## src/rtl/core/hnip_pkg.sv

```systemverilog
// ----------------------------------------------------------------------------
// hnip_pkg
// Shared types, codes and tables of the NAL header parser.
// ----------------------------------------------------------------------------
package hnip_pkg;

  localparam int unsigned PREFIX_BYTES_DEF = 4;
  localparam int unsigned FIFO_DEPTH_DEF   = 4;

  localparam logic [7:0] NAL_TYPE_MASK  = 8'h1F;
  localparam logic [7:0] AUD_INTRA_BYTE = 8'h10;
  localparam logic [7:0] ESC_BYTE       = 8'h03;
  localparam logic [7:0] AR_EXTENDED    = 8'hFF;

  localparam logic [4:0] NAL_TYPE_NONIDR = 5'd1;
  localparam logic [4:0] NAL_TYPE_IDR    = 5'd5;
  localparam logic [4:0] NAL_SPS         = 5'd7;
  localparam logic [4:0] NAL_AUD         = 5'd9;

  localparam logic [7:0] PROF_HIGH      = 8'd100;
  localparam logic [7:0] PROF_HIGH10    = 8'd110;
  localparam logic [7:0] PROF_HIGH422   = 8'd122;
  localparam logic [7:0] PROF_HIGH444   = 8'd244;
  localparam logic [7:0] PROF_CAVLC444  = 8'd44;
  localparam logic [7:0] PROF_SCALABLE  = 8'd83;
  localparam logic [7:0] PROF_SCAL_HIGH = 8'd86;

  localparam logic [15:0] RES_1920 = 16'd1920;
  localparam logic [15:0] RES_1280 = 16'd1280;
  localparam logic [15:0] RES_960  = 16'd960;
  localparam logic [15:0] RES_1080 = 16'd1080;
  localparam logic [15:0] RES_720  = 16'd720;

  typedef enum logic [1:0] {
    KIND_NONE,
    KIND_HDR,
    KIND_DATA
  } hnip_kind_e;

  typedef enum logic [2:0] {
    MODE_NONE,
    MODE_OTHER,
    MODE_AUD,
    MODE_SLICE,
    MODE_SPS
  } hnip_mode_e;

  typedef struct packed {
    hnip_kind_e kind;
    logic       last;
    hnip_mode_e mode;
    logic       aud_intra;
    logic [7:0] data;
  } hnip_entry_t;

  typedef struct packed {
    logic        frame_start;
    logic        intra_picture;
    logic        sps_updated;
    logic        interlaced;
    logic [15:0] pic_width;
    logic [15:0] pic_height;
    logic        aspect_updated;
    logic [15:0] aspect_num;
    logic [15:0] aspect_den;
    logic        rate_updated;
    logic [31:0] frame_rate_x2;
  } hnip_result_t;

  function automatic logic [7:0] sar_num(input logic [4:0] idc);
    logic [7:0] r;
    unique case (idc)
      5'd1:  r = 8'd1;
      5'd2:  r = 8'd12;
      5'd3:  r = 8'd10;
      5'd4:  r = 8'd16;
      5'd5:  r = 8'd40;
      5'd6:  r = 8'd24;
      5'd7:  r = 8'd20;
      5'd8:  r = 8'd32;
      5'd9:  r = 8'd80;
      5'd10: r = 8'd18;
      5'd11: r = 8'd15;
      5'd12: r = 8'd64;
      5'd13: r = 8'd160;
      5'd14: r = 8'd4;
      5'd15: r = 8'd3;
      5'd16: r = 8'd2;
      default: r = 8'd0;
    endcase
    return r;
  endfunction

  function automatic logic [7:0] sar_den(input logic [4:0] idc);
    logic [7:0] r;
    unique case (idc)
      5'd1:  r = 8'd1;
      5'd2:  r = 8'd11;
      5'd3:  r = 8'd11;
      5'd4:  r = 8'd11;
      5'd5:  r = 8'd33;
      5'd6:  r = 8'd11;
      5'd7:  r = 8'd11;
      5'd8:  r = 8'd11;
      5'd9:  r = 8'd33;
      5'd10: r = 8'd11;
      5'd11: r = 8'd11;
      5'd12: r = 8'd33;
      5'd13: r = 8'd99;
      5'd14: r = 8'd3;
      5'd15: r = 8'd2;
      5'd16: r = 8'd1;
      default: r = 8'd0;
    endcase
    return r;
  endfunction

endpackage

```

## src/rtl/core/hnip_if.sv

```systemverilog
// ----------------------------------------------------------------------------
// hnip interfaces
// Byte channel into the parser and result channel out of it.
// ----------------------------------------------------------------------------
interface hnip_in_if;
  logic       valid;
  logic       ready;
  logic [7:0] packet_byte;
  logic       first_of_packet;
  logic       last_of_packet;

  modport source (output valid, packet_byte, first_of_packet, last_of_packet, input ready);
  modport sink (input valid, packet_byte, first_of_packet, last_of_packet, output ready);
endinterface

interface hnip_out_if;
  logic        valid;
  logic        ready;
  logic        frame_start;
  logic        intra_picture;
  logic        sps_updated;
  logic        interlaced;
  logic [15:0] pic_width;
  logic [15:0] pic_height;
  logic        aspect_updated;
  logic [15:0] aspect_num;
  logic [15:0] aspect_den;
  logic        rate_updated;
  logic [31:0] frame_rate_x2;

  modport source (output valid, frame_start, intra_picture, sps_updated, interlaced,
                  pic_width, pic_height, aspect_updated, aspect_num, aspect_den,
                  rate_updated, frame_rate_x2, input ready);
  modport sink (input valid, frame_start, intra_picture, sps_updated, interlaced,
                pic_width, pic_height, aspect_updated, aspect_num, aspect_den,
                rate_updated, frame_rate_x2, output ready);
endinterface

```

## src/rtl/core/hnip_front.sv

```systemverilog
// ----------------------------------------------------------------------------
// hnip_front
// Byte framing: start code, NAL header, escape removal, delimiter payload.
// ----------------------------------------------------------------------------
module hnip_front #(
  parameter int unsigned PrefixBytes = hnip_pkg::PREFIX_BYTES_DEF
) (
  input  logic                 clk_i,
  input  logic                 rst_ni,
  hnip_in_if.sink              pkt_i,
  input  logic                 full_i,
  output logic                 push_o,
  output hnip_pkg::hnip_entry_t entry_o
);

  localparam int unsigned CntW = $clog2(PrefixBytes + 2);
  localparam logic [CntW-1:0] PrefixCnt = CntW'(PrefixBytes);

  logic                 in_pkt_q, in_pkt_d;
  logic [CntW-1:0]      cnt_q, cnt_d;
  hnip_pkg::hnip_mode_e mode_q, mode_d;
  logic                 seen_q, seen_d;
  logic                 intra_q, intra_d;
  logic [1:0]           zr_q, zr_d;
  logic                 accept;
  logic [4:0]           nal_type;

  assign pkt_i.ready = !full_i;
  assign accept      = pkt_i.valid && pkt_i.ready;
  assign nal_type    = 5'(pkt_i.packet_byte & hnip_pkg::NAL_TYPE_MASK);

  always_comb begin
    in_pkt_d = in_pkt_q;
    cnt_d    = cnt_q;
    mode_d   = mode_q;
    seen_d   = seen_q;
    intra_d  = intra_q;
    zr_d     = zr_q;
    push_o   = 1'b0;
    entry_o  = '{kind: hnip_pkg::KIND_NONE, last: 1'b0, mode: hnip_pkg::MODE_NONE,
                 aud_intra: 1'b0, data: pkt_i.packet_byte};
    if (accept) begin
      if (pkt_i.first_of_packet) begin
        in_pkt_d = 1'b1;
        cnt_d    = '0;
        mode_d   = hnip_pkg::MODE_NONE;
        seen_d   = 1'b0;
        intra_d  = 1'b0;
        zr_d     = '0;
      end
      if (in_pkt_d) begin
        if (cnt_d < PrefixCnt) begin
          // start code: drop
        end else if (cnt_d == PrefixCnt) begin
          if (nal_type == hnip_pkg::NAL_AUD) begin
            mode_d = hnip_pkg::MODE_AUD;
          end else if (nal_type == hnip_pkg::NAL_TYPE_NONIDR ||
                       nal_type == hnip_pkg::NAL_TYPE_IDR) begin
            mode_d        = hnip_pkg::MODE_SLICE;
            entry_o.kind  = hnip_pkg::KIND_HDR;
          end else if (nal_type == hnip_pkg::NAL_SPS) begin
            mode_d        = hnip_pkg::MODE_SPS;
            entry_o.kind  = hnip_pkg::KIND_HDR;
          end else begin
            mode_d = hnip_pkg::MODE_OTHER;
          end
        end else if (mode_d == hnip_pkg::MODE_AUD) begin
          if (!seen_d) begin
            seen_d  = 1'b1;
            intra_d = (pkt_i.packet_byte == hnip_pkg::AUD_INTRA_BYTE);
          end
        end else if (mode_d == hnip_pkg::MODE_SLICE || mode_d == hnip_pkg::MODE_SPS) begin
          if (zr_d == 2'd2 && pkt_i.packet_byte == hnip_pkg::ESC_BYTE) begin
            zr_d = '0;
          end else begin
            if (pkt_i.packet_byte != 8'd0) zr_d = '0;
            else if (zr_d != 2'd2) zr_d = zr_d + 2'd1;
            entry_o.kind = hnip_pkg::KIND_DATA;
          end
        end
        if (cnt_d <= PrefixCnt) cnt_d = cnt_d + 1'b1;
        entry_o.mode      = mode_d;
        entry_o.aud_intra = seen_d && intra_d;
        if (pkt_i.last_of_packet) begin
          entry_o.last = 1'b1;
          in_pkt_d     = 1'b0;
        end
        push_o = (entry_o.kind != hnip_pkg::KIND_NONE) || entry_o.last;
      end
    end
  end

  always_ff @(posedge clk_i or negedge rst_ni) begin
    if (!rst_ni) begin
      in_pkt_q <= 1'b0;
      cnt_q    <= '0;
      mode_q   <= hnip_pkg::MODE_NONE;
      seen_q   <= 1'b0;
      intra_q  <= 1'b0;
      zr_q     <= '0;
    end else begin
      in_pkt_q <= in_pkt_d;
      cnt_q    <= cnt_d;
      mode_q   <= mode_d;
      seen_q   <= seen_d;
      intra_q  <= intra_d;
      zr_q     <= zr_d;
    end
  end

endmodule

```

## src/rtl/core/hnip_fifo.sv

```systemverilog
// ----------------------------------------------------------------------------
// hnip_fifo
// Short request queue between framing and bit parsing.
// ----------------------------------------------------------------------------
module hnip_fifo #(
  parameter int unsigned Depth = hnip_pkg::FIFO_DEPTH_DEF
) (
  input  logic                  clk_i,
  input  logic                  rst_ni,
  input  logic                  push_i,
  input  hnip_pkg::hnip_entry_t wdata_i,
  output logic                  full_o,
  input  logic                  pop_i,
  output hnip_pkg::hnip_entry_t rdata_o,
  output logic                  empty_o
);

  localparam int unsigned PtrW = (Depth > 1) ? $clog2(Depth) : 1;
  localparam int unsigned CntW = $clog2(Depth + 1);

  hnip_pkg::hnip_entry_t mem_q [Depth];
  logic [PtrW-1:0]       wr_q, rd_q;
  logic [CntW-1:0]       cnt_q;
  logic                  do_push, do_pop;

  assign full_o  = (cnt_q == CntW'(Depth));
  assign empty_o = (cnt_q == '0);
  assign rdata_o = mem_q[rd_q];
  assign do_push = push_i && !full_o;
  assign do_pop  = pop_i && !empty_o;

  always_ff @(posedge clk_i) begin
    if (do_push) mem_q[wr_q] <= wdata_i;
  end

  always_ff @(posedge clk_i or negedge rst_ni) begin
    if (!rst_ni) begin
      wr_q  <= '0;
      rd_q  <= '0;
      cnt_q <= '0;
    end else begin
      if (do_push) wr_q <= (wr_q == PtrW'(Depth - 1)) ? '0 : wr_q + 1'b1;
      if (do_pop) rd_q <= (rd_q == PtrW'(Depth - 1)) ? '0 : rd_q + 1'b1;
      cnt_q <= cnt_q + CntW'(do_push) - CntW'(do_pop);
    end
  end

endmodule

```

## src/rtl/core/hnip_back.sv

```systemverilog
// ----------------------------------------------------------------------------
// hnip_back
// Bit-serial Exp-Golomb syntax walk, rate divider and result register.
// ----------------------------------------------------------------------------
module hnip_back (
  input  logic                  clk_i,
  input  logic                  rst_ni,
  input  logic                  empty_i,
  input  hnip_pkg::hnip_entry_t entry_i,
  output logic                  pop_o,
  hnip_out_if.source            res_o
);

  localparam logic [6:0] P_IDLE = 7'd0, P_DONE = 7'd1,
    S_PROFILE = 7'd2, S_CONSTR = 7'd3, S_LEVEL = 7'd4, S_SPSID = 7'd5, S_CHROMA = 7'd6,
    S_SEPF = 7'd7, S_BDL = 7'd8, S_BDC = 7'd9, S_QPB = 7'd10, S_SMPF = 7'd11,
    S_SLPF = 7'd12, S_DELTA = 7'd13, S_LOG2 = 7'd14, S_POCT = 7'd15, S_POCLSB = 7'd16,
    S_DPAZ = 7'd17, S_OFF1 = 7'd18, S_OFF2 = 7'd19, S_NCYC = 7'd20, S_CYC = 7'd21,
    S_NREF = 7'd22, S_GAPS = 7'd23, S_WIDTH = 7'd24, S_HEIGHT = 7'd25, S_FMO = 7'd26,
    S_MBAFF = 7'd27, S_D8 = 7'd28, S_CROPF = 7'd29, S_CL = 7'd30, S_CR = 7'd31,
    S_CT = 7'd32, S_CB = 7'd33, S_VUIF = 7'd34, S_ARP = 7'd35, S_ARIDC = 7'd36,
    S_SARW = 7'd37, S_SARH = 7'd38, S_OVSP = 7'd39, S_OVSA = 7'd40, S_VSTP = 7'd41,
    S_VFMT = 7'd42, S_CDP = 7'd43, S_CDESC = 7'd44, S_CLOC = 7'd45, S_CLT = 7'd46,
    S_CLB = 7'd47, S_TIMP = 7'd48, S_NUT = 7'd49, S_TS = 7'd50, S_FIXED = 7'd51,
    L_FMB = 7'd52, L_STYPE = 7'd53, L_PPS = 7'd54, L_CPID = 7'd55, L_FNUM = 7'd56,
    L_FPF = 7'd57, L_BOT = 7'd58;

  logic [6:0]  phase_q, phase_d;
  logic        isue_q, isue_d, sfx_q, sfx_d, zact_q, zact_d;
  logic [5:0]  left_q, left_d, zeros_q, zeros_d;
  logic [31:0] acc_q, acc_d;
  logic [7:0]  byte_q, byte_d;
  logic [3:0]  bits_q, bits_d;
  logic        end_q, end_d, end_aud_q, end_aud_d;
  hnip_pkg::hnip_mode_e end_mode_q, end_mode_d;
  logic [5:0]  fnb_q, fnb_d;
  logic        sep_q, sep_d, field_q, field_d, ilace_q, ilace_d;
  logic [7:0]  sclast_q, sclast_d, profile_q, profile_d, aridc_q, aridc_d;
  logic [3:0]  sclist_q, sclist_d;
  logic [6:0]  sclpos_q, sclpos_d;
  logic        fmo_q, fmo_d, poc2_q, poc2_d, rok_q, rok_d;
  logic [31:0] loop_q, loop_d, nut_q, nut_d, rate_q, rate_d;
  logic [15:0] wid_q, wid_d, hgt_q, hgt_d, hmb_q, hmb_d, crop_q, crop_d;
  logic [15:0] sarw_q, sarw_d, sarh_q, sarh_d;
  logic        dbusy_q, dbusy_d;
  logic [4:0]  dcnt_q, dcnt_d;
  logic [31:0] rem_q, rem_d, quo_q, quo_d;
  logic        oval_q, oval_d;
  hnip_pkg::hnip_result_t out_q, out_d;

  logic        out_free, feed, b, fin, st, st_ue, res_load, ge, dsub_ok;
  logic [6:0]  st_ph;
  logic [5:0]  st_n;
  logic [31:0] v, ll, q, acc_n;
  logic [32:0] sh;
  logic [31:0] r32, half;
  logic [7:0]  scnext;
  logic [16:0] csum;
  logic [15:0] an, ad;

  assign out_free = !oval_q || res_o.ready;

  function automatic logic [31:0] rate_of(input logic [31:0] qv, input logic fm,
                                           input logic p2);
    logic [31:0] r;
    if (fm || !p2) r = qv;
    else if (qv[31]) r = '1;
    else r = {qv[30:0], 1'b0};
    return r;
  endfunction

  always_comb begin
    phase_d = phase_q; isue_d = isue_q; sfx_d = sfx_q; zact_d = zact_q;
    left_d = left_q; zeros_d = zeros_q; acc_d = acc_q; byte_d = byte_q; bits_d = bits_q;
    end_d = end_q; end_aud_d = end_aud_q; end_mode_d = end_mode_q;
    fnb_d = fnb_q; sep_d = sep_q; field_d = field_q; ilace_d = ilace_q;
    sclast_d = sclast_q; profile_d = profile_q; aridc_d = aridc_q; sclist_d = sclist_q;
    sclpos_d = sclpos_q; fmo_d = fmo_q; poc2_d = poc2_q; rok_d = rok_q;
    loop_d = loop_q; nut_d = nut_q; rate_d = rate_q; wid_d = wid_q; hgt_d = hgt_q;
    hmb_d = hmb_q; crop_d = crop_q; sarw_d = sarw_q; sarh_d = sarh_q;
    dbusy_d = dbusy_q; dcnt_d = dcnt_q; rem_d = rem_q; quo_d = quo_q;
    oval_d = oval_q && !res_o.ready; out_d = out_q;
    pop_o = 1'b0; feed = 1'b0; b = 1'b0; fin = 1'b0; v = '0; ll = loop_q;
    st = 1'b0; st_ue = 1'b0; st_ph = P_DONE; st_n = '0; res_load = 1'b0;
    sh = '0; ge = 1'b0; q = '0; acc_n = '0; r32 = '0; half = '0; scnext = '0;
    csum = '0; an = '0; ad = '0; dsub_ok = 1'b0;

    if (dbusy_q) begin
      sh     = {rem_q, quo_q[31]};
      ge     = (sh >= {1'b0, nut_q});
      rem_d  = ge ? 32'(sh - {1'b0, nut_q}) : sh[31:0];
      quo_d  = {quo_q[30:0], ge};
      dcnt_d = dcnt_q + 5'd1;
      if (dcnt_q == 5'd31) begin
        dbusy_d = 1'b0;
        rate_d  = rate_of(quo_d, fmo_q, poc2_q);
      end
    end else if (zact_q) begin
      zact_d = 1'b0;
      fin    = 1'b1;
    end else if (bits_q != 4'd0) begin
      byte_d = {byte_q[6:0], 1'b0};
      if (phase_q > P_DONE) begin
        feed   = 1'b1;
        b      = byte_q[7];
        bits_d = bits_q - 4'd1;
      end else begin
        bits_d = '0;
      end
    end else if (end_q) begin
      if ((end_mode_q == hnip_pkg::MODE_SLICE || end_mode_q == hnip_pkg::MODE_SPS)
          && phase_q > P_DONE) begin
        feed = 1'b1;
        b    = 1'b1;
        if (phase_q == S_CYC && loop_q > 32'd1) ll = 32'd1;
        loop_d = ll;
      end else if (out_free) begin
        res_load = 1'b1;
        end_d    = 1'b0;
        phase_d  = P_IDLE;
      end
    end else if (!empty_i) begin
      pop_o      = 1'b1;
      end_d      = entry_i.last;
      end_mode_d = entry_i.mode;
      end_aud_d  = entry_i.aud_intra;
      unique case (entry_i.kind)
        hnip_pkg::KIND_DATA: begin
          byte_d = entry_i.data;
          bits_d = 4'd8;
        end
        hnip_pkg::KIND_HDR: begin
          st = 1'b1;
          if (entry_i.mode == hnip_pkg::MODE_SPS) begin
            aridc_d = '0; rate_d = '0; rok_d = 1'b0; wid_d = '0; hgt_d = '0;
            fmo_d = 1'b0; poc2_d = 1'b0;
            st_ph = S_PROFILE; st_n = 6'd8;
          end else begin
            st_ph = L_FMB; st_ue = 1'b1;
          end
        end
        default: ;
      endcase
    end

    if (feed) begin
      if (!isue_q) begin
        acc_n  = {acc_q[30:0], b};
        acc_d  = acc_n;
        left_d = (left_q != 6'd0) ? left_q - 6'd1 : 6'd0;
        fin    = (left_d == 6'd0);
        v      = acc_n;
      end else if (!sfx_q) begin
        if (!b && zeros_q < 6'd32) begin
          zeros_d = zeros_q + 6'd1;
        end else if (zeros_q == 6'd0) begin
          fin = 1'b1;
        end else begin
          sfx_d  = 1'b1;
          left_d = zeros_q;
          acc_d  = '0;
        end
      end else begin
        acc_n  = {acc_q[30:0], b};
        acc_d  = acc_n;
        left_d = left_q - 6'd1;
        fin    = (left_d == 6'd0);
        v      = (32'd1 << zeros_q) - 32'd1 + acc_n;
      end
    end

    if (fin) begin
      unique case (phase_q)
        S_PROFILE: begin profile_d = v[7:0]; st = 1'b1; st_ph = S_CONSTR; st_n = 6'd8; end
        S_CONSTR:  begin st = 1'b1; st_ph = S_LEVEL; st_n = 6'd8; end
        S_LEVEL:   begin st = 1'b1; st_ph = S_SPSID; st_ue = 1'b1; end
        S_SPSID: begin
          sep_d = 1'b0; st = 1'b1; st_ue = 1'b1;
          if (profile_q == hnip_pkg::PROF_HIGH || profile_q == hnip_pkg::PROF_HIGH10 ||
              profile_q == hnip_pkg::PROF_HIGH422 || profile_q == hnip_pkg::PROF_HIGH444 ||
              profile_q == hnip_pkg::PROF_CAVLC444 || profile_q == hnip_pkg::PROF_SCALABLE ||
              profile_q == hnip_pkg::PROF_SCAL_HIGH) st_ph = S_CHROMA;
          else st_ph = S_LOG2;
        end
        S_CHROMA: begin
          st = 1'b1;
          if (v == 32'd3) begin st_ph = S_SEPF; st_n = 6'd1; end
          else begin st_ph = S_BDL; st_ue = 1'b1; end
        end
        S_SEPF: begin sep_d = v[0]; st = 1'b1; st_ph = S_BDL; st_ue = 1'b1; end
        S_BDL:  begin st = 1'b1; st_ph = S_BDC; st_ue = 1'b1; end
        S_BDC:  begin st = 1'b1; st_ph = S_QPB; st_n = 6'd1; end
        S_QPB:  begin st = 1'b1; st_ph = S_SMPF; st_n = 6'd1; end
        S_SMPF: begin
          st = 1'b1;
          if (v != 32'd0) begin sclist_d = '0; st_ph = S_SLPF; st_n = 6'd1; end
          else begin st_ph = S_LOG2; st_ue = 1'b1; end
        end
        S_SLPF: begin
          st = 1'b1;
          if (v != 32'd0) begin
            sclast_d = 8'd8; sclpos_d = '0; st_ph = S_DELTA; st_ue = 1'b1;
          end else begin
            sclist_d = sclist_q + 4'd1;
            if (sclist_d < 4'd8) begin st_ph = S_SLPF; st_n = 6'd1; end
            else begin st_ph = S_LOG2; st_ue = 1'b1; end
          end
        end
        S_DELTA: begin
          r32    = v + 32'd1;
          half   = r32 >> 1;
          scnext = r32[0] ? (sclast_q - half[7:0]) : (sclast_q + half[7:0]);
          if (scnext != 8'd0) sclast_d = scnext;
          sclpos_d = sclpos_q + 7'd1;
          st = 1'b1;
          if (sclpos_d < ((sclist_q < 4'd6) ? 7'd16 : 7'd64) && scnext != 8'd0) begin
            st_ph = S_DELTA; st_ue = 1'b1;
          end else begin
            sclist_d = sclist_q + 4'd1;
            if (sclist_d < 4'd8) begin st_ph = S_SLPF; st_n = 6'd1; end
            else begin st_ph = S_LOG2; st_ue = 1'b1; end
          end
        end
        S_LOG2: begin fnb_d = v[5:0] + 6'd4; st = 1'b1; st_ph = S_POCT; st_ue = 1'b1; end
        S_POCT: begin
          poc2_d = (v == 32'd2); st = 1'b1;
          if (v == 32'd0) begin st_ph = S_POCLSB; st_ue = 1'b1; end
          else if (v == 32'd1) begin st_ph = S_DPAZ; st_n = 6'd1; end
          else begin st_ph = S_NREF; st_ue = 1'b1; end
        end
        S_POCLSB: begin st = 1'b1; st_ph = S_NREF; st_ue = 1'b1; end
        S_DPAZ:   begin st = 1'b1; st_ph = S_OFF1; st_ue = 1'b1; end
        S_OFF1:   begin st = 1'b1; st_ph = S_OFF2; st_ue = 1'b1; end
        S_OFF2:   begin st = 1'b1; st_ph = S_NCYC; st_ue = 1'b1; end
        S_NCYC: begin
          loop_d = v; st = 1'b1; st_ue = 1'b1;
          st_ph = (v != 32'd0) ? S_CYC : S_NREF;
        end
        S_CYC: begin
          loop_d = ll - 32'd1; st = 1'b1; st_ue = 1'b1;
          st_ph = (loop_d != 32'd0) ? S_CYC : S_NREF;
        end
        S_NREF:   begin st = 1'b1; st_ph = S_GAPS; st_n = 6'd1; end
        S_GAPS:   begin st = 1'b1; st_ph = S_WIDTH; st_ue = 1'b1; end
        S_WIDTH: begin
          wid_d = {v[11:0] + 12'd1, 4'd0}; st = 1'b1; st_ph = S_HEIGHT; st_ue = 1'b1;
        end
        S_HEIGHT: begin hmb_d = v[15:0] + 16'd1; st = 1'b1; st_ph = S_FMO; st_n = 6'd1; end
        S_FMO: begin
          fmo_d = v[0];
          hgt_d = v[0] ? {hmb_q[11:0], 4'd0} : {hmb_q[10:0], 5'd0};
          st = 1'b1; st_n = 6'd1;
          st_ph = v[0] ? S_D8 : S_MBAFF;
        end
        S_MBAFF: begin st = 1'b1; st_ph = S_D8; st_n = 6'd1; end
        S_D8:    begin st = 1'b1; st_ph = S_CROPF; st_n = 6'd1; end
        S_CROPF: begin
          st = 1'b1;
          if (v != 32'd0) begin st_ph = S_CL; st_ue = 1'b1; end
          else begin st_ph = S_VUIF; st_n = 6'd1; end
        end
        S_CL: begin crop_d = v[15:0]; st = 1'b1; st_ph = S_CR; st_ue = 1'b1; end
        S_CR: begin
          csum  = {1'b0, crop_q} + {1'b0, v[15:0]};
          wid_d = wid_q - {csum[14:0], 1'b0};
          st = 1'b1; st_ph = S_CT; st_ue = 1'b1;
        end
        S_CT: begin crop_d = v[15:0]; st = 1'b1; st_ph = S_CB; st_ue = 1'b1; end
        S_CB: begin
          csum  = {1'b0, crop_q} + {1'b0, v[15:0]};
          hgt_d = hgt_q - (fmo_q ? {csum[14:0], 1'b0} : {csum[13:0], 2'b0});
          st = 1'b1; st_ph = S_VUIF; st_n = 6'd1;
        end
        S_VUIF: begin
          if (v != 32'd0) begin st = 1'b1; st_ph = S_ARP; st_n = 6'd1; end
          else phase_d = P_DONE;
        end
        S_ARP: begin
          st = 1'b1;
          if (v != 32'd0) begin st_ph = S_ARIDC; st_n = 6'd8; end
          else begin st_ph = S_OVSP; st_n = 6'd1; end
        end
        S_ARIDC: begin
          aridc_d = v[7:0]; st = 1'b1;
          if (v == 32'(hnip_pkg::AR_EXTENDED)) begin st_ph = S_SARW; st_n = 6'd16; end
          else begin st_ph = S_OVSP; st_n = 6'd1; end
        end
        S_SARW: begin sarw_d = v[15:0]; st = 1'b1; st_ph = S_SARH; st_n = 6'd16; end
        S_SARH: begin sarh_d = v[15:0]; st = 1'b1; st_ph = S_OVSP; st_n = 6'd1; end
        S_OVSP: begin
          st = 1'b1; st_n = 6'd1; st_ph = (v != 32'd0) ? S_OVSA : S_VSTP;
        end
        S_OVSA: begin st = 1'b1; st_ph = S_VSTP; st_n = 6'd1; end
        S_VSTP: begin
          st = 1'b1;
          if (v != 32'd0) begin st_ph = S_VFMT; st_n = 6'd4; end
          else begin st_ph = S_CLOC; st_n = 6'd1; end
        end
        S_VFMT: begin st = 1'b1; st_ph = S_CDP; st_n = 6'd1; end
        S_CDP: begin
          st = 1'b1;
          if (v != 32'd0) begin st_ph = S_CDESC; st_n = 6'd24; end
          else begin st_ph = S_CLOC; st_n = 6'd1; end
        end
        S_CDESC: begin st = 1'b1; st_ph = S_CLOC; st_n = 6'd1; end
        S_CLOC: begin
          st = 1'b1;
          if (v != 32'd0) begin st_ph = S_CLT; st_ue = 1'b1; end
          else begin st_ph = S_TIMP; st_n = 6'd1; end
        end
        S_CLT: begin st = 1'b1; st_ph = S_CLB; st_ue = 1'b1; end
        S_CLB: begin st = 1'b1; st_ph = S_TIMP; st_n = 6'd1; end
        S_TIMP: begin
          if (v != 32'd0) begin st = 1'b1; st_ph = S_NUT; st_n = 6'd32; end
          else phase_d = P_DONE;
        end
        S_NUT: begin nut_d = v; st = 1'b1; st_ph = S_TS; st_n = 6'd32; end
        S_TS: begin
          dsub_ok = (nut_q != 32'd0);
          if (dsub_ok) begin
            dbusy_d = 1'b1; dcnt_d = '0; rem_d = '0; quo_d = v;
          end else begin
            rate_d = rate_of(q, fmo_q, poc2_q);
          end
          st = 1'b1; st_ph = S_FIXED; st_n = 6'd1;
        end
        S_FIXED: begin
          rok_d = (v != 32'd0) && (rate_q != 32'd0);
          if (!rok_d) rate_d = '0;
          phase_d = P_DONE;
        end
        L_FMB:   begin st = 1'b1; st_ph = L_STYPE; st_ue = 1'b1; end
        L_STYPE: begin st = 1'b1; st_ph = L_PPS; st_ue = 1'b1; end
        L_PPS: begin
          st = 1'b1;
          if (sep_q) begin st_ph = L_CPID; st_n = 6'd2; end
          else begin st_ph = L_FNUM; st_n = fnb_q; end
        end
        L_CPID: begin st = 1'b1; st_ph = L_FNUM; st_n = fnb_q; end
        L_FNUM: begin
          if (ilace_q) begin st = 1'b1; st_ph = L_FPF; st_n = 6'd1; end
          else phase_d = P_DONE;
        end
        L_FPF: begin
          if (v != 32'd0) begin st = 1'b1; st_ph = L_BOT; st_n = 6'd1; end
          else begin field_d = 1'b1; phase_d = P_DONE; end
        end
        L_BOT: begin field_d = v[0]; phase_d = P_DONE; end
        default: phase_d = P_DONE;
      endcase
      zact_d = st && !st_ue && (st_n == 6'd0);
    end

    if (st) begin
      phase_d = st_ph; isue_d = st_ue; left_d = st_n;
      zeros_d = '0; sfx_d = 1'b0; acc_d = '0;
    end

    if (res_load) begin
      oval_d = 1'b1;
      out_d  = '0;
      if (end_mode_q == hnip_pkg::MODE_AUD) begin
        if (end_aud_q) begin
          out_d.frame_start = 1'b1; out_d.intra_picture = 1'b1; field_d = 1'b0;
        end else begin
          out_d.frame_start = ilace_q ? field_q : 1'b1;
        end
      end else if (end_mode_q == hnip_pkg::MODE_SPS) begin
        ilace_d = !fmo_q;
        if (aridc_q >= 8'd1 && aridc_q <= 8'd16) begin
          out_d.aspect_updated = 1'b1;
          an = {8'd0, hnip_pkg::sar_num(aridc_q[4:0])};
          ad = {8'd0, hnip_pkg::sar_den(aridc_q[4:0])};
          if (aridc_q == 8'd1) begin
            if (hgt_q == hnip_pkg::RES_1080 && wid_q == hnip_pkg::RES_1920) begin
              an = 16'd16; ad = 16'd9;
            end
            if (hgt_q == hnip_pkg::RES_720 && wid_q == hnip_pkg::RES_960) begin
              an = 16'd4; ad = 16'd3;
            end
            if (hgt_q == hnip_pkg::RES_720 && wid_q == hnip_pkg::RES_1280) begin
              an = 16'd16; ad = 16'd9;
            end
          end
        end else if (aridc_q == hnip_pkg::AR_EXTENDED) begin
          out_d.aspect_updated = 1'b1; an = sarw_q; ad = sarh_q;
        end
        out_d.sps_updated   = 1'b1;
        out_d.pic_width     = wid_q;
        out_d.pic_height    = hgt_q;
        out_d.aspect_num    = an;
        out_d.aspect_den    = ad;
        out_d.rate_updated  = rok_q;
        out_d.frame_rate_x2 = rate_q;
      end
      out_d.interlaced = ilace_d;
    end
  end

  always_ff @(posedge clk_i or negedge rst_ni) begin
    if (!rst_ni) begin
      phase_q <= P_IDLE; isue_q <= 1'b0; sfx_q <= 1'b0; zact_q <= 1'b0;
      left_q <= '0; zeros_q <= '0; acc_q <= '0; bits_q <= '0;
      end_q <= 1'b0; end_aud_q <= 1'b0; end_mode_q <= hnip_pkg::MODE_NONE;
      fnb_q <= '0; sep_q <= 1'b0; field_q <= 1'b0; ilace_q <= 1'b0; sclast_q <= 8'd8;
      profile_q <= '0; aridc_q <= '0; sclist_q <= '0; sclpos_q <= '0;
      fmo_q <= 1'b0; poc2_q <= 1'b0; rok_q <= 1'b0; loop_q <= '0; nut_q <= '0;
      rate_q <= '0; wid_q <= '0; hgt_q <= '0; hmb_q <= '0; crop_q <= '0;
      sarw_q <= '0; sarh_q <= '0; dbusy_q <= 1'b0; dcnt_q <= '0; oval_q <= 1'b0;
    end else begin
      phase_q <= phase_d; isue_q <= isue_d; sfx_q <= sfx_d; zact_q <= zact_d;
      left_q <= left_d; zeros_q <= zeros_d; acc_q <= acc_d; bits_q <= bits_d;
      end_q <= end_d; end_aud_q <= end_aud_d; end_mode_q <= end_mode_d;
      fnb_q <= fnb_d; sep_q <= sep_d; field_q <= field_d; ilace_q <= ilace_d;
      sclast_q <= sclast_d; profile_q <= profile_d; aridc_q <= aridc_d;
      sclist_q <= sclist_d; sclpos_q <= sclpos_d; fmo_q <= fmo_d; poc2_q <= poc2_d;
      rok_q <= rok_d; loop_q <= loop_d; nut_q <= nut_d; rate_q <= rate_d;
      wid_q <= wid_d; hgt_q <= hgt_d; hmb_q <= hmb_d; crop_q <= crop_d;
      sarw_q <= sarw_d; sarh_q <= sarh_d; dbusy_q <= dbusy_d; dcnt_q <= dcnt_d;
      oval_q <= oval_d;
    end
  end

  always_ff @(posedge clk_i) begin
    byte_q <= byte_d;
    rem_q  <= rem_d;
    quo_q  <= quo_d;
    out_q  <= out_d;
  end

  assign res_o.valid          = oval_q;
  assign res_o.frame_start    = out_q.frame_start;
  assign res_o.intra_picture  = out_q.intra_picture;
  assign res_o.sps_updated    = out_q.sps_updated;
  assign res_o.interlaced     = out_q.interlaced;
  assign res_o.pic_width      = out_q.pic_width;
  assign res_o.pic_height     = out_q.pic_height;
  assign res_o.aspect_updated = out_q.aspect_updated;
  assign res_o.aspect_num     = out_q.aspect_num;
  assign res_o.aspect_den     = out_q.aspect_den;
  assign res_o.rate_updated   = out_q.rate_updated;
  assign res_o.frame_rate_x2  = out_q.frame_rate_x2;

  a_div_holds_bits: assert property (@(posedge clk_i) disable iff (!rst_ni)
    dbusy_q |=> $stable(bits_q) && $stable(phase_q))
    else $error("bit stream advanced during division");

  a_zact_fixed: assert property (@(posedge clk_i) disable iff (!rst_ni)
    zact_q |-> (phase_q > P_DONE) && !isue_q && (left_q == 6'd0))
    else $error("zero-length read pending outside a fixed field");

  a_result_idle: assert property (@(posedge clk_i) disable iff (!rst_ni)
    res_load |=> (phase_q == P_IDLE) && oval_q && !end_q)
    else $error("result issued without closing the packet");

  a_zero_cap: assert property (@(posedge clk_i) disable iff (!rst_ni)
    isue_q && !sfx_q |-> zeros_q <= 6'd32)
    else $error("leading-zero run beyond cap");

endmodule

```

## src/rtl/core/h264_nal_header_info_parser_top.sv

```systemverilog
// ----------------------------------------------------------------------------
// h264_nal_header_info_parser_top
// H.264 NAL header parser: delimiters, slice field parity, SPS picture info.
// ----------------------------------------------------------------------------
// Input channel pkt_i carries one packet byte per request, start code first,
// with first_of_packet on the opening byte and last_of_packet on the closing
// one. Each closed packet yields one request on res_o.
// Every byte (start code, header, delimiter or payload) is taken by the
// framing stage at one byte per cycle while the queue is not full. Slice and
// SPS payload bytes go through a four-entry queue to the bit parser, which
// pops a byte and takes one bit per cycle, pausing while the divider runs.
// After the last byte the parser completes its syntax walk on implied one
// bits, and a timing SPS also runs the serial rate divider. The result then
// sits in an output register; the parser waits to load the next result while
// that register still holds one not yet taken.
// pkt_i.ready drops while the queue is full.
// Reset clears the parser state, the field parity, the interlace mode and
// any result not yet taken.
// ----------------------------------------------------------------------------
module h264_nal_header_info_parser_top #(
  parameter int unsigned PrefixBytes = hnip_pkg::PREFIX_BYTES_DEF,
  parameter int unsigned FifoDepth   = hnip_pkg::FIFO_DEPTH_DEF
) (
  input  logic       clk_i,
  input  logic       rst_ni,
  hnip_in_if.sink    pkt_i,
  hnip_out_if.source res_o
);

  hnip_pkg::hnip_entry_t wentry, rentry;
  logic                  push, full, pop, empty;

  hnip_front #(.PrefixBytes(PrefixBytes)) u_front (
    .clk_i   (clk_i),
    .rst_ni  (rst_ni),
    .pkt_i   (pkt_i),
    .full_i  (full),
    .push_o  (push),
    .entry_o (wentry)
  );

  hnip_fifo #(.Depth(FifoDepth)) u_fifo (
    .clk_i   (clk_i),
    .rst_ni  (rst_ni),
    .push_i  (push),
    .wdata_i (wentry),
    .full_o  (full),
    .pop_i   (pop),
    .rdata_o (rentry),
    .empty_o (empty)
  );

  hnip_back u_back (
    .clk_i   (clk_i),
    .rst_ni  (rst_ni),
    .empty_i (empty),
    .entry_i (rentry),
    .pop_o   (pop),
    .res_o   (res_o)
  );

endmodule
```

## src/flat_wrapper.sv

```systemverilog
// flat-port wrapper written by rule: the top's interface ports become plain ports
module h264_nal_header_info_parser_top_flat 
#(
  parameter int unsigned PrefixBytes = hnip_pkg::PREFIX_BYTES_DEF,
  parameter int unsigned FifoDepth   = hnip_pkg::FIFO_DEPTH_DEF
)
  (clk_i, rst_ni, pkt_i_valid, pkt_i_packet_byte, pkt_i_first_of_packet, pkt_i_last_of_packet, pkt_i_ready, res_o_valid, res_o_frame_start, res_o_intra_picture, res_o_sps_updated, res_o_interlaced, res_o_pic_width, res_o_pic_height, res_o_aspect_updated, res_o_aspect_num, res_o_aspect_den, res_o_rate_updated, res_o_frame_rate_x2, res_o_ready);
  hnip_in_if pkt_i_i ();
  hnip_out_if res_o_i ();
  input  logic clk_i;
  input  logic rst_ni;
  input wire logic [$bits(pkt_i_i.valid)-1:0] pkt_i_valid;
  input wire logic [$bits(pkt_i_i.packet_byte)-1:0] pkt_i_packet_byte;
  input wire logic [$bits(pkt_i_i.first_of_packet)-1:0] pkt_i_first_of_packet;
  input wire logic [$bits(pkt_i_i.last_of_packet)-1:0] pkt_i_last_of_packet;
  output wire logic [$bits(pkt_i_i.ready)-1:0] pkt_i_ready;
  output wire logic [$bits(res_o_i.valid)-1:0] res_o_valid;
  output wire logic [$bits(res_o_i.frame_start)-1:0] res_o_frame_start;
  output wire logic [$bits(res_o_i.intra_picture)-1:0] res_o_intra_picture;
  output wire logic [$bits(res_o_i.sps_updated)-1:0] res_o_sps_updated;
  output wire logic [$bits(res_o_i.interlaced)-1:0] res_o_interlaced;
  output wire logic [$bits(res_o_i.pic_width)-1:0] res_o_pic_width;
  output wire logic [$bits(res_o_i.pic_height)-1:0] res_o_pic_height;
  output wire logic [$bits(res_o_i.aspect_updated)-1:0] res_o_aspect_updated;
  output wire logic [$bits(res_o_i.aspect_num)-1:0] res_o_aspect_num;
  output wire logic [$bits(res_o_i.aspect_den)-1:0] res_o_aspect_den;
  output wire logic [$bits(res_o_i.rate_updated)-1:0] res_o_rate_updated;
  output wire logic [$bits(res_o_i.frame_rate_x2)-1:0] res_o_frame_rate_x2;
  input wire logic [$bits(res_o_i.ready)-1:0] res_o_ready;
  assign pkt_i_i.valid = pkt_i_valid;
  assign pkt_i_i.packet_byte = pkt_i_packet_byte;
  assign pkt_i_i.first_of_packet = pkt_i_first_of_packet;
  assign pkt_i_i.last_of_packet = pkt_i_last_of_packet;
  assign pkt_i_ready = pkt_i_i.ready;
  assign res_o_valid = res_o_i.valid;
  assign res_o_frame_start = res_o_i.frame_start;
  assign res_o_intra_picture = res_o_i.intra_picture;
  assign res_o_sps_updated = res_o_i.sps_updated;
  assign res_o_interlaced = res_o_i.interlaced;
  assign res_o_pic_width = res_o_i.pic_width;
  assign res_o_pic_height = res_o_i.pic_height;
  assign res_o_aspect_updated = res_o_i.aspect_updated;
  assign res_o_aspect_num = res_o_i.aspect_num;
  assign res_o_aspect_den = res_o_i.aspect_den;
  assign res_o_rate_updated = res_o_i.rate_updated;
  assign res_o_frame_rate_x2 = res_o_i.frame_rate_x2;
  assign res_o_i.ready = res_o_ready;
  h264_nal_header_info_parser_top #(.PrefixBytes(PrefixBytes), .FifoDepth(FifoDepth)) u_core (.clk_i(clk_i), .rst_ni(rst_ni), .pkt_i(pkt_i_i), .res_o(res_o_i));
endmodule
```

## config.mk

```make
export PLATFORM = sky130hd
export DESIGN_NAME = h264_nal_header_info_parser_top_flat
export DESIGN_NICKNAME = d
export VERILOG_FILES = /design/src/rtl/core/hnip_pkg.sv /design/src/rtl/core/hnip_if.sv /design/src/rtl/core/hnip_front.sv /design/src/rtl/core/hnip_fifo.sv /design/src/rtl/core/hnip_back.sv /design/src/rtl/core/h264_nal_header_info_parser_top.sv /design/src/flat_wrapper.sv
export SDC_FILE = /design/constraint.sdc
export NUM_CORES = 2
export LEC_CHECK = 0
export BUFFER_PORTS_ARGS = -buffer_cell sky130_fd_sc_hd__buf_2
export CAP_MARGIN = 15
export CORE_MARGIN = 10
export CORE_UTILIZATION = 45
export CTS_BUF_LIST = sky130_fd_sc_hd__clkbuf_8 sky130_fd_sc_hd__clkbuf_16
export CTS_CLUSTER_SIZE = 8
export DETAILED_ROUTE_END_ITERATION = 6
export PLACE_DENSITY = 0.62
export SLEW_MARGIN = 10
export SYNTH_ARGS = -nofsm -noshare
export SYNTH_HDL_FRONTEND = slang
export SYNTH_SLANG_ARGS = --single-unit
```

## constraint.sdc

```tcl
create_clock -name clk_i -period 6.6 [get_ports clk_i]
set_clock_uncertainty 0.05 [all_clocks]
set_input_delay 1.32 -clock clk_i [delete_from_list [all_inputs] [get_ports clk_i]]
set_output_delay 1.32 -clock clk_i [all_outputs]
set_load 0.02 [all_outputs]
```

After elaboration in Yosys (flattened, before gate mapping)
Memory sizes are Yosys's and may differ from the RTL's.
Index checks and enable logic that the tools add are counted.

storage, ports and cells
  bits in writable memories = 60
  bits in read-only memories = 416
  input bits = 14
  output and inout port bits = 104
  memories kept = 3
  register bits after elaboration = 495
  logic and storage cells = 663

operators by class
  order comparisons = 11
  add/subtract/negate cells = 25
  shift-type cells = 1
  equality and inequality tests = 108
  muxes and demuxes = 365
  bitwise gates (word level) = 6
  reductions and logical operators = 85

memory list
  name                 words  width  rd ports  clocked after Yosys merged registers in  wr ports  RTL line         RTL
  (name not given)     32     8      1         0                                        0         hnip_pkg.sv:72   unique case (idc)
  (name not given)     32     5      1         0                                        0         hnip_pkg.sv:96   unique case (idc)
  u_core.u_fifo.mem_q  4      15     1         0                                        1         hnip_fifo.sv:21  hnip_pkg::hnip_entry_t mem_q [Depth];

operators with widths
  operator                                                               number
  32-bit 2-to-1 mux                                                      32
  16-bit 2-to-1 mux                                                      28
  7-bit case mux with 55 select lines                                    1
  6-bit 2-to-1 mux                                                       33
  7-bit by 6-bit == test with 1-bit output (second input constant)       27
  31-bit 2-to-1 mux                                                      6
  1-bit 2-to-1 mux                                                       145
  8-bit 2-to-1 mux                                                       18
  7-bit 2-to-1 mux                                                       20
  32-bit case mux with 2 select lines                                    2
  32-bit nonzero test                                                    4
  7-bit by 5-bit == test with 1-bit output (second input constant)       16
  6-bit case mux with 18 select lines                                    1
  4-bit 2-to-1 mux                                                       19
  32-bit by 2-bit == test with 1-bit output (second input constant)      2
  16-bit case mux with 2 select lines                                    2
  32-bit by 1-bit subtractor with 32-bit output (second input constant)  2
  7-bit by 4-bit == test with 1-bit output (second input constant)       8
  2-bit 2-to-1 mux                                                       26
  3-bit 2-to-1 mux                                                       17
  51-bit OR reduction                                                    1
  16-bit by 11-bit == test with 1-bit output (second input constant)     3
  8-bit by 7-bit == test with 1-bit output (second input constant)       5
  5-bit 2-to-1 mux                                                       7
  other kinds (79)                                                       176

Depth between registers and ports, before layout
  depth after elaboration = 24
  depth in mapped cells = 37
  gate-level depth less buffers = 34

Hierarchy
Synthesis repeated with hierarchy kept, for this count alone.

unflattened totals
  cells, all modules = 3875
  area, all modules = 34443.0 sq um

by module, submodules not included
  module      sequential area each (sq um)  cells each  area each (sq um)  times used
  hnip_back   12167.9                       3642        30864.6            1
  hnip_fifo   1976.9                        123         2645.0             1
  hnip_front  275.3                         110         933.4              1

Worst setup path after synthesis
Ideal clock, no wire load.

  path kind = register -> register
  from = reg u_core.u_back.bits_q[0]
  to = reg u_core.u_back.left_q[0]
  period minus slack after synthesis = 7.113 ns
  cell stages (with the launch flop) = 35
  path buffers = 4
  arrival = 6.939 ns
  setup time = 0.124 ns
  path slack = -0.513 ns
  data required time = 6.426 ns
  cell sequence = dfrtp_1 -> inv_1 -> ha_1 -> nor3b_1 -> and3_1 -> nor2_1 -> clkbuf_1 -> nand2_1 -> ha_1 -> nand2b_1 -> nand2_1 -> o21ai_0 -> nand2b_1 -> clkbuf_1 -> inv_1 -> clkbuf_1 -> clkbuf_1 -> ha_1 -> nand2_1 -> or3b_2 -> xnor2_1 -> and2_1 -> o21ai_0 -> xnor2_1 -> ha_1 -> or3_1 -> o21ai_0 -> a21oi_1 -> xor2_1 -> xnor3_1 -> a221oi_1 -> nor3_1 -> nor4b_1 -> a21oi_1 -> a211o_1

on the way
  word-level cells in the longest chain between the ends = 18
  elaborated cells between the ends (all ways) = 61
  classes of those cells = add/sub (4); eq/ne (5); mux (43); reduce/logical (9)

ends and longest elaborated chain
  element                                                 RTL line          RTL
  start, declared                                         hnip_back.sv:33   logic [3:0] bits_q, bits_d;
  start signal, assigned                                  hnip_back.sv:403  left_q <= '0; zeros_q <= '0; acc_q <= '0; bits_q <= '0;
  start signal, assigned                                  hnip_back.sv:412  left_q <= left_d; zeros_q <= zeros_d; acc_q <= acc_d; bits_q <= bits_d;
  4-bit nonzero test *                                    hnip_back.sv:101  end else if (bits_q != 4'd0) begin
  1-bit 2-to-1 mux                                        hnip_back.sv:101
  1-bit 2-to-1 mux                                        hnip_back.sv:98   end else if (zact_q) begin
  1-bit 2-to-1 mux                                        hnip_back.sv:88   if (dbusy_q) begin
  32-bit adder                                            hnip_back.sv:168  v = (32'd1 << zeros_q) - 32'd1 + acc_n;
  32-bit 2-to-1 mux                                       hnip_back.sv:153  end else if (!sfx_q) begin
  32-bit 2-to-1 mux                                       hnip_back.sv:147  if (!isue_q) begin
  32-bit 2-to-1 mux *                                     hnip_back.sv:146  if (feed) begin
  named net u_core.u_back.v[0]                            hnip_back.sv:54   logic [31:0] v, ll, q, acc_n;
  [1 not listed]                                          -
  8-bit adder / 8-bit subtractor (equally long branches)  hnip_back.sv:212  scnext = r32[0] ? (sclast_q - half[7:0]) : (sclast_q + half[7:0]);
  8-bit 2-to-1 mux                                        hnip_back.sv:212
  8-bit nonzero test                                      hnip_back.sv:216  if (sclpos_d < ((sclist_q < 4'd6) ? 7'd16 : 7'd64) && scnext != 8'd0) begin
  1-bit logical AND                                       hnip_back.sv:216
  6-bit 2-to-1 mux                                        hnip_back.sv:216
  6-bit case mux with 18 select lines                     hnip_back.sv:173  unique case (phase_q)
  6-bit 2-to-1 mux (2 in a row)                           hnip_back.sv:172  if (fin) begin
  6-bit 2-to-1 mux                                        hnip_back.sv:354  if (st) begin
  end signal, assigned                                    hnip_back.sv:403
  end signal, assigned                                    hnip_back.sv:412
  end, declared                                           hnip_back.sv:30   logic [5:0] left_q, left_d, zeros_q, zeros_d;

Mark *: on every way through the listed nets, which the timed path passes. The rest lies on a longest branch. The select of a mux whose other input is x is not followed.
A chain may end at the register's enable or synchronous reset.

Worst setup path in the final report
  from = reg u_core.u_back.bits_q[1]
  to = reg u_core.u_back.fnb_q[5]

on the way
  word-level cells in the longest chain between the ends = 11
  elaborated cells between the ends (all ways) = 19
  classes of those cells = add/sub (2); mux (13); reduce/logical (4)

ends and longest elaborated chain
  element                                                                RTL line          RTL
  4-bit nonzero test *                                                   hnip_back.sv:101
  parallel branches: the longest is 10 deep, another holds 32-bit adder  -
  end signal, assigned                                                   hnip_back.sv:414  fnb_q <= fnb_d; sep_q <= sep_d; field_q <= field_d; ilace_q <= ilace_d;
  end, declared                                                          hnip_back.sv:36   logic [5:0] fnb_q, fnb_d;

Every way passes the cells marked *.

==> metrics.md <==
| Metric | Value |
|---|---|
| Final ANT Viol Nets | 0 |
| Final period utilization | a little over nine tenths |
| Die area | a little under 90,000 um^2 |
| Ratio of cells with drive above 1 in the final layout | 14.12% |
| FMAX | approximately 160 MHz |
| Max FO, Critical Path | 3 |
| FF+latch area | around 14,000 um^2 |
| Initial drt markers | between 3k and 4k |
| Slew headroom | 22.07% |
| Port Buffers | approximately 120 |
| Dpl cells | 4,981 |
| Post-synth cell types | 112 |
| Met3 Routed Length | 7828 um |
| Final-report hold violation count | 0 |
| Post-synth EDFFs | 170 |
| Startpoint class of the critical path | register |
| # diodes | 0 |
| Reg2Reg Setup Slack | 220 ps |
| MaxCap Viol Count | 0 |
| Avg Cell Area, Syn | 8.901 um^2 |
| Outcome | complete, no violations |
| Hpwl dp | 76,190 um |
| Drt pass-1 iters | 6 |
| Fin cells | 5,173 |
| Required @ worst endpoint | 7050 ps |
| Wirelength, routed | 108,600 um |
| GPL Wtd Cong | slightly below 1 |
| Vias in the first global route | 29.61k |
| Overall Global Routing Usage | 23.87% |
| Hold WC Path Type | register to register |
| CP dominant cell by count | buf_4 |
| Die height | 296.7 um |
| Setup WS post-layout | 219.3 ps |
| Max stage delay on crit path | about 370 ps |
| Main area contributors after synthesis | dfrtp_1 23%, edfxtp_1 15%, ha_1 6.7%, nand2_1 5.2%, o21ai_0 4.5% |
| Hold Path Origin | u_core.u_back.sarh_q[15] |
| Gr ovfl total | 0 |
| CTS tree | yes |
| Crit Reg-Reg Endpoint | u_core.u_back.fnb_q[5] |
| Syn Nets | ~4.1k |
| Commonest cells in the netlist | 478 x nand2_1, 338 x nor2_1, 320 x dfrtp_1 |
| Drt drc | 0 |
| Worst r2r src | u_core.u_back.bits_q[1] |
| Met1 Wirelength | 47,210 um |
| Syn Std Cell Area | 34,460 um^2 |
| Starting Density | 45.37% |
| Slew @ Worst Pin | 1169 ps |
| Syn. warnings | 0 |
| Synth area leader | dfrtp_1 |
| Static leakage | 17.26 nW |
| FF-to-FF path depth | 45 |
| Hold Buf Count CTS | 0 |
| Area of the multi-input gates | 18,700 um^2 |
| Top sig layer | met5 |
| Worst setup path class | register to register |
| Min Tclk post-route | 6381 ps |
| Area Growth Syn to Fin | 16.32% |
| Post-synthesis sequential area ratio | a little over two fifths |
| Top Ports | ~120 |
| Clk root buf | clkbuf_16 |
| Clk Latency, worst-skew pair | 670 ps |
| Synth top area share | 23.24% |
| CTS Buffer Depth | 3 |
| Routed vias | 30.67k |
| Async set-or-reset flop fraction in the synthesized netlist | 57.84% |
| Peak VDD IR | 0.2650 mV |
| Final Total Pwr | 12.49 mW |
| CTS buffer count | 80 |
| Register bit total from synthesis | 555 |
| Final Setup Violations | 0 |
| DR vias/cell | 5.929 |
| CP max-delay cell | fa_2 |
| Core Rows | 101 |
| Core area | 75,950 um^2 |
| Min-Delay Endpoint | u_core.u_back.sarh_q[15] |
| Hold path cells | 2 |
| CTS Sinks | 555 |
| Die width | 296.7 um |
| Layout Utilization | ~53% |
| Top FF cell, synth | dfrtp_1 |
| Filler instances | 7,015 |
| Setup_tns | 0 ps |
| Initial antenna violation count | 0 |
| Final net count | 4,281 |
| Arrival time worst endpoint | 6830 ps |
| Crit end category | register |
| Clock slew at reported path FFs | 50 ps |
| Mean routed wirelength per cell | 20.99 um |
| Count leader, synth | nand2_1 |
| Max Slew Vio Count | 0 |
| DR WL met2 | 49,520 um |
| Post-place setup slack | -105.7 ps |
| Pwr Density | 311.6 nW/um^2 |
| Largest net degree at the start of global routing | 123 |
| First-pass GRT wire length | 171,000 um |
| CTS H-tree depth | 3 |
| Post-Syn Instances | between 3k and 4k |
cell usage in the layout, fill, tap and decap left out, types with 31 or more instances in the layout:
cell type    n
nand2b_1    43
xor2_1      35
nor4_1      35
dfrtp_1    316
mux2i_1     46
o21ai_0    304
buf_4      206
a22o_1      53
nor2b_1     45
nand2_1    475
a21oi_1    208
and2_1      35
mux2_2      31
dfxtp_1     64
nand3_1     80
clkbuf_16   80
and3_1      93
nor3_1     135
edfxtp_1   170
nor2_1     333
inv_1      273
xnor2_1     72
buf_2      117
ha_1       180
a21o_1      43
a211oi_1    42
nand4_1     32
power by group:
part | internal [mW] | switching [mW]
clock | 2.29 | 1.66
combinational | 1.70 | 2.67
sequential | 3.97 | 0.193
kinds of logic (layout without fill, tap and decap cells):
kind of cell | count (synthesis) | in the layout | synth area share (%)
adders and majority gates | 191 | 191 | 7.088
xor gates and xnor gates | 112 | 112 | 2.887
DFF | 555 | 555 | 41.85
and+or+nand+nor | 1453 | 1453 | 20.28
muxes | 92 | 92 | 3.330
buffers and inverters | 434 | 706 | 4.851
AOI/OAI and AO/OA | 1034 | 1034 | 19.71
state kept, by name (all words and copies together), names as in the netlist, 31 cells and up:
register,cells
u_core.u_fifo.mem_q,60
u_core.u_back.loop_q,32
u_core.u_back.nut_q,32
u_core.u_back.quo_q,32
u_core.u_back.rate_q,32
u_core.u_back.rem_q,32
u_core.u_back.res_o.frame_rate_x2,32
u_core.u_back.acc_q,31
how the worst max path moves through the flow:
stage	endpoint	from	cells past startpoint
after CTS	u_core.u_back.hgt_q[15]	u_core.u_back.bits_q[1]	34
after detailed placement	u_core.u_back.left_q[0]	u_core.u_back.bits_q[1]	34
after global routing	u_core.u_back.hgt_q[15]	u_core.u_back.bits_q[0]	36
after floorplan	u_core.u_back.hgt_q[15]	u_core.u_back.bits_q[0]	36
final	u_core.u_back.fnb_q[5]	u_core.u_back.bits_q[1]	45
after global placement	u_core.u_back.left_q[0]	u_core.u_back.bits_q[0]	34
area by class of cell:
| type | count | share of cell area, % |
|---|---|---|
| clock buffers | 83 | 5.098 |
| repair buffers | 333 | 5.785 |
| flip-flops and latches | 555 | 36.00 |
| well taps | 1030 | 3.215 |
| clock inverters | 66 | 1.143 |
| inverters | 224 | 2.104 |
| multi-input cells | 2882 | 46.66 |
layer usage:
layer | vias up | global-route usage [%]
li1 | 14430 | -
met2 | 1209 | 38.18
met4 | 2 | 8.658
met5 | - | 0
met3 | 258 | 4.342
met1 | 14770 | 31.97
stage by stage:
step,area (um^2),hold slack (ps)
final,40080,419.1
after CTS,39850,424.2
after global routing,40080,450.5
after global placement,37040,403.1
after floorplan,34480,387.6
after detailed placement,37040,412.5
critical path: cells and delay by family (launching register included):
kind                     cells  cell delay [ps]
flip-flops                   1              360
adder cells (fa/ha/maj)      4              800
AO/OA/AOI/OAI                2              190
XOR/XNOR                     2              330
AND/OR/NAND/NOR              4              540
buffers and inverters       33             3980
what timing repair did:
item	in CTS	in global routing
resized for setup	8	51
setup buffers	38	7
gates cloned	0	1
endpoints found under the setup margin	4	24
pin swaps	5	13
Power figures use the tool's default switching activity.
